==> config.mk <==
export PLATFORM = sky130hd
export DESIGN_NAME = lzwhd_front
export DESIGN_NICKNAME = d
export VERILOG_FILES = /design/src/hw/rtl/lzwhd_pkg.sv /design/src/hw/rtl/lzwhd_front.sv
export SDC_FILE = /design/constraint.sdc
export NUM_CORES = 1
export LEC_CHECK = 0
export BUFFER_PORTS_ARGS = -buffer_cell sky130_fd_sc_hd__clkbuf_2
export CORE_MARGIN = 8
export CORE_UTILIZATION = 47
export CTS_BUF_LIST = sky130_fd_sc_hd__clkbuf_8
export CTS_CLUSTER_DIAMETER = 120
export CTS_CLUSTER_SIZE = 10
export DETAILED_ROUTE_END_ITERATION = 6
export GPL_ROUTABILITY_DRIVEN = 0
export HOLD_SLACK_MARGIN = 0.02
export PLACE_DENSITY = 0.73
export SYNTH_ARGS = -nofsm -noshare
export SYNTH_HDL_FRONTEND = slang
export SYNTH_SLANG_ARGS = --single-unit
==> constraint.sdc <==
create_clock -name clk -period 2.4 [get_ports clk]
set_input_delay 0.12 -clock clk [delete_from_list [all_inputs] [get_ports clk]]
set_output_delay 0.12 -clock clk [all_outputs]
set_load 0.005 [all_outputs]
==> src/hw/rtl/lzwhd_pkg.sv <==
// Shared types and constants for the hashed LZW dictionary.
package lzwhd_pkg;

	localparam int PREFIX_W   = 13;
	localparam int SUFFIX_W   = 8;
	localparam int CODE_W     = 12;
	localparam int NEXT_W     = 13;
	localparam int FIRST_FREE = 258;
	localparam logic [31:0] GOLDEN = 32'h9E3779B1;
	localparam logic [PREFIX_W-1:0] EMPTY_PREFIX = '1;

	typedef enum logic [1:0] {
		KIND_LOOKUP,
		KIND_RESET,
		KIND_DROP
	} kind_t;

	typedef struct packed {
		kind_t                 kind;
		logic [PREFIX_W-1:0]   prefix;
		logic [SUFFIX_W-1:0]   suffix;
	} item_t;

	typedef struct packed {
		logic  valid;
		item_t item;
	} qhead_t;

	typedef struct packed {
		logic pop;
		logic busy;
	} eng_ctl_t;

	typedef struct packed {
		logic              found;
		logic              added;
		logic [CODE_W-1:0] code;
	} result_t;

	typedef enum logic [3:0] {
		ST_CLEAR,
		ST_BYTES,
		ST_IDLE,
		ST_HASH,
		ST_SEED,
		ST_SLOT_RD,
		ST_SLOT_CHK,
		ST_ENT_CHK,
		ST_EMIT
	} state_t;

endpackage

==> src/hw/rtl/lzwhd_front.sv <==
// Front end: accepts items, classifies them and queues them for the engine.
module lzwhd_front
	import lzwhd_pkg::*;
(
	input  logic        clk,
	input  logic        arst_n,
	input  logic        s_tvalid,
	output logic        s_tready,
	input  logic [23:0] s_tdata,
	input  logic        s_tuser,
	input  eng_ctl_t    ctl,
	output qhead_t      head
);

	item_t      mem_q [2];
	logic       wp_q, rp_q;
	logic [1:0] cnt_q;
	item_t      cls;
	logic       push;

	always_comb begin
		cls.prefix = s_tdata[12:0];
		cls.suffix = s_tdata[20:13];
		if (s_tuser) begin
			cls.kind = KIND_RESET;
		end else if (cls.prefix[PREFIX_W-1] && cls.prefix != EMPTY_PREFIX) begin
			cls.kind = KIND_DROP;
		end else begin
			cls.kind = KIND_LOOKUP;
		end
	end

	assign s_tready   = (cnt_q != 2'd2) && !ctl.busy;
	assign push       = s_tvalid && s_tready;
	assign head.valid = (cnt_q != 2'd0);
	assign head.item  = mem_q[rp_q];

	always_ff @(posedge clk) begin
		if (push) begin
			mem_q[wp_q] <= cls;
		end
	end

	always_ff @(posedge clk or negedge arst_n) begin
		if (!arst_n) begin
			wp_q  <= 1'b0;
			rp_q  <= 1'b0;
			cnt_q <= 2'd0;
		end else begin
			if (push) begin
				wp_q <= !wp_q;
			end
			if (ctl.pop) begin
				rp_q <= !rp_q;
			end
			cnt_q <= cnt_q + 2'(push) - 2'(ctl.pop);
		end
	end

endmodule

== Word level (Yosys, flattened, before mapping) ==
Memory sizes are Yosys's and may differ from the RTL's.
Index checks and enable logic that the tools add are counted.

* Bits of input ports: 30
* Memories kept: 1
* Logic and storage cells: 19
* Bits in registers: 4
* Bits in writable memories: 46

* Reduce and logical (&&, ||, !) cells: 7
* Add/subtract/negate cells: 2
* Mux-type cells: 4
* Eq/ne operators: 2

{| class="wikitable"
|+ Memory list
! name !! depth !! width !! rd ports !! clocked after Yosys merged registers in !! wr ports !! RTL line !! text
|-
| mem_q || 2 || 23 || 1 || 0 || 1 || lzwhd_front.sv:15 || <nowiki>item_t mem_q [2];</nowiki>
|}

{| class="wikitable"
|+ Operator list
! operator !! count
|-
| $ne A13 B13 Y1 const B || 1
|-
| $mux W2 || 2
|-
| $logic_and A1 B1 Y1 || 3
|-
| $logic_not A1 Y1 || 3
|-
| $add A2 B1 Y2 || 1
|-
| $mux W1 || 2
|-
| $ne A2 B2 Y1 const B || 1
|-
| $reduce_bool A2 Y1 || 1
|-
| $sub A2 B1 Y2 || 1
|}

== Longest topological paths before layout ==
Gate-level depths: netlist (run 1).

* Depth after elaboration: 5
* Depth in mapped cells: 7

== Least setup slack after synthesis (run 1) ==
No wires, ideal clock.

* Path kind: reg2reg
* From: register cnt_q[1]
* To: memory mem_q[0][0] (netlist name), enable pin
* Stages on the path, launching flop included: 4
* Arrival time: 1.584 ns
* Slack: 0.413 ns
* Cells stage by stage: dfrtp_1 > inv_1 > o211ai_2 > nor2_1

* Longest elaborated chain between the ends: 5

{| class="wikitable"
|+ RTL lines
! what !! RTL line !! text
|-
| start, declared || lzwhd_front.sv:17 || <nowiki>logic [1:0] cnt_q;</nowiki>
|-
| start signal, assigned || lzwhd_front.sv:56 || <nowiki>cnt_q <= cnt_q + 2'(push) - 2'(ctl.pop);</nowiki>
|-
| $ne A2 B2 Y1 || lzwhd_front.sv:33 || <nowiki>assign s_tready = (cnt_q != 2'd2) && !ctl.busy;</nowiki>
|-
| $logic_and A1 B1 Y1 || lzwhd_front.sv:33 ||
|-
| $logic_and A1 B1 Y1 || lzwhd_front.sv:34 || <nowiki>assign push = s_tvalid && s_tready;</nowiki>
|-
| $mux W1 || lzwhd_front.sv:39 || <nowiki>if (push) begin</nowiki>
|-
| $mux W1 (implied by the code) || lzwhd_front.sv:40 || <nowiki>mem_q[wp_q] <= cls;</nowiki>
|-
| end, declared || lzwhd_front.sv:15 ||
|}

Every way passes these cells.

==> metrics.md, run 1 <==
| Metric | Value |
|---|---|
| Status | finished, final reports clean |
| Max-cap violations | 0 |
| Sink Count | 50 |
| Commonest non-fill, non-tap cell in the layout | clkbuf_2 |
| Area delta synth->final | 24.1% |
| First-pass iteration count of the detailed router | 4 |
| Syn_area_per_cell | around 21 um^2 |
| Crit end category | output port |
| Num CTS Buffers | 5 |
| NumNets Final | 196 |
| Rows | 23 |
| Max_slew headroom | 0.576 |
| Seq pwr share | 0.504 |
| Post-cts resize count | 0 |
| Net load switching power | 0.631 mW |
| Total congestion overflow | 0 |
| Final setup fails | 0 |
| Clock latency on the worst-skew pair | a little under 0.3 ns |
| Fmax | 0.531 GHz |
| Post-route insts no fill | 215 |
| RSZ-0062 raised after global routing | no |
| Vias | 1043 |
| Clk buf depth | 2 |
| Port-buffer cells | 51 |
| Die H | slightly above 80 um |
| Hold crit path type | in2reg |
| Clock network power share | 0.184 |
| CTS root buf | clkbuf_8 |
| CTS H-Tree Depth | 2 |
| Final Critical Period | around 1.9 ns |
| Die area | 6600 um^2 |
| Initial Util | 0.493 |
| Seq/Total Area, Yosys | 0.740 |
| CP Class | reg2out |
| Die Width | 81.2 um |
| Worst EP required | 2.28 ns |
| Final TNS setup | 0 ns |
| Synth cell types | 18 |
| Gr usage total | 0.106 |
| # DRC | 0 |
| Inst Count DP | 198 |
| Clk_skew | a little over 0.004 ns |
| Largest net degree at the start of global routing | 20 |
| WL final | between 3 and 4 mm |
| 1st-iter DRT viols | 81 |
| Post-CTS Setup Bufs | 0 |
| Mapped Nets | ~130 |
| Commonest non-fill, non-tap cells in the layout | clkbuf_2 (51), edfxtp_1 (46), mux2_4 (19) |
| Core Region | 4060 um^2 |
| Ant. Diodes | 0 |
| Lkg Pwr | approximately 1.0 nW |
| Crit path arrival time | 1.76 ns |
| Pwr per Cell Area | 952 nW/um^2 |
| Number of global-route vias before repair | between 1000 and 1500 |
| Synthesis-stage register bit count | 50 |
| Startpoint types | flop |
| Combinational Power Share | 0.313 |
| Layout cells sized above 1 | 0.515 |
| Number of vias per cell | 4.85 |
| Biggest fanout along the worst timing path | 15 |
| Ratio of final minimum period to clock period | 0.785 |
| Final slew viol count | 0 |
| DR WL/cell | ~16 um |
| Global-route wire length before repair | 5.27 mm |
| Hold WS | 0.0304 ns |
| Slew @ Worst Pin | 0.636 ns |
| I/O Pins | 55 |
| Hold Fails Final Rpt | 0 |
| Initial antenna violation count | 0 |
| Final ANT Viol Nets | 0 |
| Clk slew on worst S/H paths | 0.08 ns |
| Internal power | 1.73 mW |
| Yosys warnings | 0 |
| Synthesized area | ~2000 um^2 |
| Sw frac | 0.267 |
| Cells after synthesis | 96 |
| R2R Setup Slk | 0.86 ns |
| Peak supply drop | 0.687 mV |
| CTS tree | built |
[power groups by stage]
stage / logic [mW] / clock network [mW] / registers (mW)
2_1_floorplan: 0.577 / 0 / 1.16
3_3_place_gp: 0.728 / 0 / 1.20
3_5_place_dp: 0.748 / 0 / 1.21
4_1_cts: 0.761 / 0.444 / 1.19
5_1_grt: 0.810 / 0.478 / 1.21
6_report: 0.739 / 0.434 / 1.19
[Yosys cell counts]
| cell type | instances | area [um^2] |
|---|---|---|
| inv_1 | 4 | 15.0 |
| a21oi_1 | 1 | 5.00 |
| buf_12 | 2 | 40.0 |
| nor3b_1 | 1 | 7.51 |
| mux2_4 | 19 | 285 |
| buf_6 | 1 | 11.3 |
| mux2_2 | 4 | 45.0 |
| nor3_1 | 1 | 5.00 |
| ha_1 | 2 | 25.0 |
| dfrtp_1 | 4 | 100 |
| edfxtp_1 | 46 | 1380 |
| nor2_1 | 1 | 3.75 |
| nand2_1 | 1 | 3.75 |
| xnor2_1 | 3 | 26.3 |
| and3_1 | 1 | 6.26 |
| o211ai_2 | 1 | 12.5 |
| nand4_1 | 3 | 18.8 |
| xor2_1 | 1 | 8.76 |
[cells by family after synthesis]
| kind of cell | after synthesis | synth area share |
|---|---|---|
| AND/OR/NAND/NOR | 8 | 0.0225 |
| buffers and inverters | 7 | 0.0331 |
| XOR/XNOR | 4 | 0.0175 |
| AO/OA/AOI/OAI | 2 | 0.00875 |
| flip-flops | 50 | 0.740 |
| multiplexers | 23 | 0.165 |
| adder cells (fa/ha/maj) | 2 | 0.0125 |
[state kept, by name, summed over array words and instances (netlist names)]
signal	cells
cnt_q	2
rp_q	1
mem_q	46
wp_q	1
[through the flow]
stage / cell area [um^2] / worst slack (ns) / util / total power, mW
2_1_floorplan: 2000 / 0.413 / - / 1.73
6_report: 2480 / 0.517 / 0.612 / 2.36
3_5_place_dp: 2310 / 0.822 / 0.570 / 1.96
4_1_cts: 2480 / 0.498 / 0.612 / 2.40
5_1_grt: 2480 / 0.427 / 0.612 / 2.49
3_3_place_gp: 2310 / 0.830 / 0.570 / 1.93
[layer usage]
layer	wire [um]	vias up	global-route usage
met5	0	-	0
met3	340	5	0.0541
met4	34	0	0.0375
li1	-	501	-
met1	1340	501	0.116
met2	1640	36	0.173
[area by class of cell]
| class | instances | area, um^2 |
|---|---|---|
| clock buffer | 5 | 68.8 |
| clock inverter | 3 | 11.3 |
| fill | 300 | 1580 |
| inverter | 4 | 15.0 |
| multi-input combinational | 39 | 455 |
| sequential | 50 | 1480 |
| tap | 50 | 62.6 |
| timing repair buffer | 64 | 388 |
[worst max-delay path: stages (launching register included)]
cell	delay (ns)
dfrtp_1	0.76
buf_12	0.25
mux2_2	0.35
clkbuf_2	0.12
[path summary, 6_finish.rpt]
kind                        startpoint      endpoint  cells after the start
min in group asynchronous       arst_n          rp_q                      2
setup / recovery                  rp_q      head[22]                      3
hold reg to reg                   wp_q          wp_q                      1
hold / removal             s_tdata[10]  mem_q[0][18]                      1
setup reg to reg              cnt_q[0]   mem_q[1][9]                      4
max in group asynchronous       arst_n      cnt_q[1]                      2
[timing repair]
item	4_1_cts	5_1_grt
hold endpoints to repair	19	0
hold buffers	9	0
endpoints found under the setup margin	0	0
Power figures use the tool's default switching activity.
==> run 2, diff against run 1 <==
--- a/config.mk
+++ b/config.mk
@@ -5,6 +5,7 @@
 export SDC_FILE = /design/constraint.sdc
 export NUM_CORES = 1
 export LEC_CHECK = 0
+export ABC_AREA = 1
 export BUFFER_PORTS_ARGS = -buffer_cell sky130_fd_sc_hd__clkbuf_2
 export CORE_MARGIN = 8
 export CORE_UTILIZATION = 47
@@ -14,7 +15,7 @@
 export DETAILED_ROUTE_END_ITERATION = 6
 export GPL_ROUTABILITY_DRIVEN = 0
 export HOLD_SLACK_MARGIN = 0.02
-export PLACE_DENSITY = 0.73
+export PLACE_DENSITY = 0.76
 export SYNTH_ARGS = -nofsm -noshare
 export SYNTH_HDL_FRONTEND = slang
 export SYNTH_SLANG_ARGS = --single-unit
==> constraint.sdc (replaced) <==
create_clock -name clk -period 1.55 [get_ports clk]
set_input_delay 0.0775 -clock clk [delete_from_list [all_inputs] [get_ports clk]]
set_output_delay 0.0775 -clock clk [all_outputs]
set_load 0.005 [all_outputs]
==> run 2 against run 1 <==
Compared with the run above: die area rose by 0.95%; total power rose by 70%; non-clock buffer count rose by 21; clock skew rose by 0.0031 ns; first-iteration DRC count rose by 22%; utilization rose by 4.2 points; via count rose by 16%.
==> metrics.md, run 2 <==
| Metric | Value |
|---|---|
| Max-cap violations | 0 (unchanged) |
| Port-buffer cells | 51 (unchanged) |
| Startpoint types | flop |
| Seq/Total Area, Yosys | 0.732 (-0.00870) |
| CTS H-Tree Depth | 2 (unchanged) |
| Yosys top cell area share | 0.682 (-0.00811) |
| Die H | 81.6 um (+0.47%) |
| Vias | 1208 (+16%) |
| Area occupied by multi-input gates | 498 um^2 (+9.3%) |
| Area delta synth->final | 37.7% |
| Status | finished, final reports clean |
| Ratio of final minimum period to clock period | 0.952 |
| Total congestion overflow | 0 (unchanged) |
| Yosys top cell by area | edfxtp_1 |
| Die Width | 81.6 um (+0.47%) |
| Number of vias per cell | 4.79 (-1.2%) |
| Clk slew on worst S/H paths | 0.08 ns (about the same) |
| Register Area | 1480 um^2 (unchanged) |
| Final slew viol count | 0 (unchanged) |
| Synthesized area | 2020 um^2 (+1.2%) |
| Count leader, synth | edfxtp_1 |
| Die area | 6660 um^2 (+0.95%) |
| Pwr per Cell Area | 1440 nW/um^2 (+52%) |
| Initial Util | 0.475 (-0.0183) |
| Slowest CP cell | mux2_2 |
| Clock latency on the worst-skew pair | 0.29 ns (about the same) |
| Area contributors post-synth | edfxtp_1 (68%), mux2_4 (14%), dfrtp_1 (4.9%) |
| Synth cell types | 15 (-3) |
| # DRC | 0 (unchanged) |
| Crit-path max cell delay | 0.37 ns (-0.39 ns) |
| Yosys warnings | 0 (unchanged) |
| Post-synth EDFFs | 46 (unchanged) |
| Sink Count | 50 (unchanged) |
| Lkg Pwr | 1.17 nW (+13%) |
| Largest register FFs | 46 (unchanged) |
| Final Critical Period | 1.48 ns |
| Clk buf depth | 2 (unchanged) |
| Commonest non-fill, non-tap cells in the layout | clkbuf_2 (51), edfxtp_1 (46), dlygate4sd3_1 (24) |
| CTS tree | built |
| Slew @ Worst Pin | 0.265 ns (-0.371 ns) |
| Final HPWL DP | 2.78 mm |
| Number of global-route vias before repair | 1288 (+17%) |
| Crit end category | output port |
| Hold Path Depth | 4 (+3) |
| Hold crit path type | in2reg |
| Crit path arrival time | 1.40 ns (-0.36 ns) |
| Most used DFF post-synth | edfxtp_1 |
| Final TNS setup | 0 ns (unchanged) |
| Register-to-Register Path Depth | 7 (+3) |
| Gr usage total | 0.120 (+0.0146) |
| Layout cells sized above 1 | 0.490 (-0.0252) |
| CP Class | reg2out |
| RSZ-0062 raised after global routing | no |
| Peak supply drop | 0.797 mV (+16%) |
| NumNets Final | 231 (+18%) |
| 1st-iter DRT viols | 99 (+22%) |
| Largest net degree at the start of global routing | 24 (+20%) |
| Share of flip-flops with an asynchronous set or reset | 0.0800 (unchanged) |
| Crit-path cells | buf_4 -> mux2_2 -> clkbuf_2 |
| Cells after synthesis | 110 (+15%) |
| Clk_skew | 0.00726 ns (+0.00311 ns) |
| Fmax | 0.678 GHz |
| Rows | 24 (+4.3%) |
| Num CTS Buffers | 5 (unchanged) |
| CTS root buf | clkbuf_8 |
| First-pass iteration count of the detailed router | 4 (unchanged) |
| Core Region | 4260 um^2 (+5.1%) |
| Ant. Diodes | 0 (unchanged) |
| Initial antenna violation count | 0 (unchanged) |
| Mapped Nets | 142 (+11%) |
| I/O Pins | 55 (unchanged) |
| Biggest fanout along the worst timing path | 15 (unchanged) |
| Final setup fails | 0 (unchanged) |
| Most flops, register | mem_q |
| Commonest non-fill, non-tap cell in the layout | clkbuf_2 |
| WL final | 3.85 mm (+15%) |
| Final ANT Viol Nets | 0 (unchanged) |
| Global-route wire length before repair | 6.09 mm (+15%) |
| Filler cells | 324 (+8.0%) |
| Syn_area_per_cell | 18.4 um^2 (-12%) |
| Total power | 4.02 mW (+70%) |
| Synthesis-stage register bit count | 50 (unchanged) |
| Largest regs | mem_q (46), cnt_q (2) |
| Most common library cells after synthesis | edfxtp_1 (46), mux2_4 (19), nand2_1 (13) |
| Hold Fails Final Rpt | 0 (unchanged) |
| Worst EP required | 1.47 ns (-0.81 ns) |
| Max_slew headroom | 0.824 (+0.248) |
| DR WL/cell | 15.3 um (-2.1%) |
==> run 2: changes by cell type after synthesis <==
cell | before | now
or2_2 | 0 | 1
nand2_1 | 1 | 13
nor3_1 | 1 | 0
inv_1 | 4 | 8
nor3b_1 | 1 | 0
o211ai_2 | 1 | 0
nand3_1 | 0 | 2
and3_1 | 1 | 0
nand4_1 | 3 | 0
xnor2_1 | 3 | 1
nor2_1 | 1 | 5
==> run 2: timing repair <==
item                                   4_1_cts  5_1_grt
hold buffers                                24        0
pin swaps                                    1        3
resized for setup                            2        4
setup endpoints to repair                    2       11
endpoints found under the hold margin       49        0
setup buffers                                3        2
==> run 2: through the flow <==
step | utilization | worst slack (ns) | cells | hold WS (ns) | area (um^2)
final | 0.654 | 0.0743 | 252 | 0.115 | 2790
after global routing | 0.654 | 0.00529 | 252 | 0.114 | 2790
after CTS | 0.644 | 0.0108 | 250 | 0.111 | 2750
after detailed placement | 0.555 | -0.150 | 215 | -0.110 | 2370
after global placement | 0.555 | 0.0883 | 215 | -0.114 | 2370
after floorplan | - | 0.000657 | 110 | -0.218 | 2040
==> run 2: power by group <==
part	internal, mW	switching (mW)	leakage, nW
sequential	1.69	0.0730	0.468
combinational	0.780	0.604	0.645
clock	0.475	0.399	0.0556
total	2.95	1.08	1.17
==> run 2: worst paths after layout <==
path,endpoint,start,slack [ns]
setup / recovery,head[2],rp_q,0.07
hold reg to reg,wp_q,wp_q,0.50
min in group asynchronous,cnt_q[0],arst_n,0.12
max in group asynchronous,wp_q,arst_n,1.31
hold / removal,wp_q,s_tvalid,0.11
setup reg to reg,cnt_q[1],cnt_q[1],0.08
==> run 2: layout make-up <==
class	count	area share
Timing Repair Buffer	85	0.215
Sequential cell	50	0.531
Tap cell	52	0.0233
Inverter	8	0.0121
Multi-Input combinational cell	49	0.179
Clock inverter	3	0.0148
Clock buffer	5	0.0247
==> run 2: logic make-up after synthesis <==
kind of cell    share of synthesized area
flops                               0.732
compound gates                    0.00247
mux                                 0.163
xor+xnor                          0.00865
simple gates                       0.0414
buf+inv                            0.0402
fa+ha+maj                          0.0124
==> run 2: worst max-delay path, delay by kind of cell (launching register included) <==
family | cells | cell delay (ns)
buffers and inverters | 2 | 0.38
DFF | 1 | 0.35
muxes | 1 | 0.37
==> run 2: routing by layer <==
| layer | part of all wire | wire (um) | global-route usage | vias to the layer above |
|---|---|---|---|---|
| li1 | - | - | - | 573 |
| met1 | 0.37 | 1410 | 0.130 | 592 |
| met2 | 0.54 | 2090 | 0.219 | 37 |
| met3 | 0.077 | 296 | 0.0328 | 6 |
| met4 | 0.013 | 50 | 0.0474 | 0 |
| met5 | 0 | 0 | 0 | - |
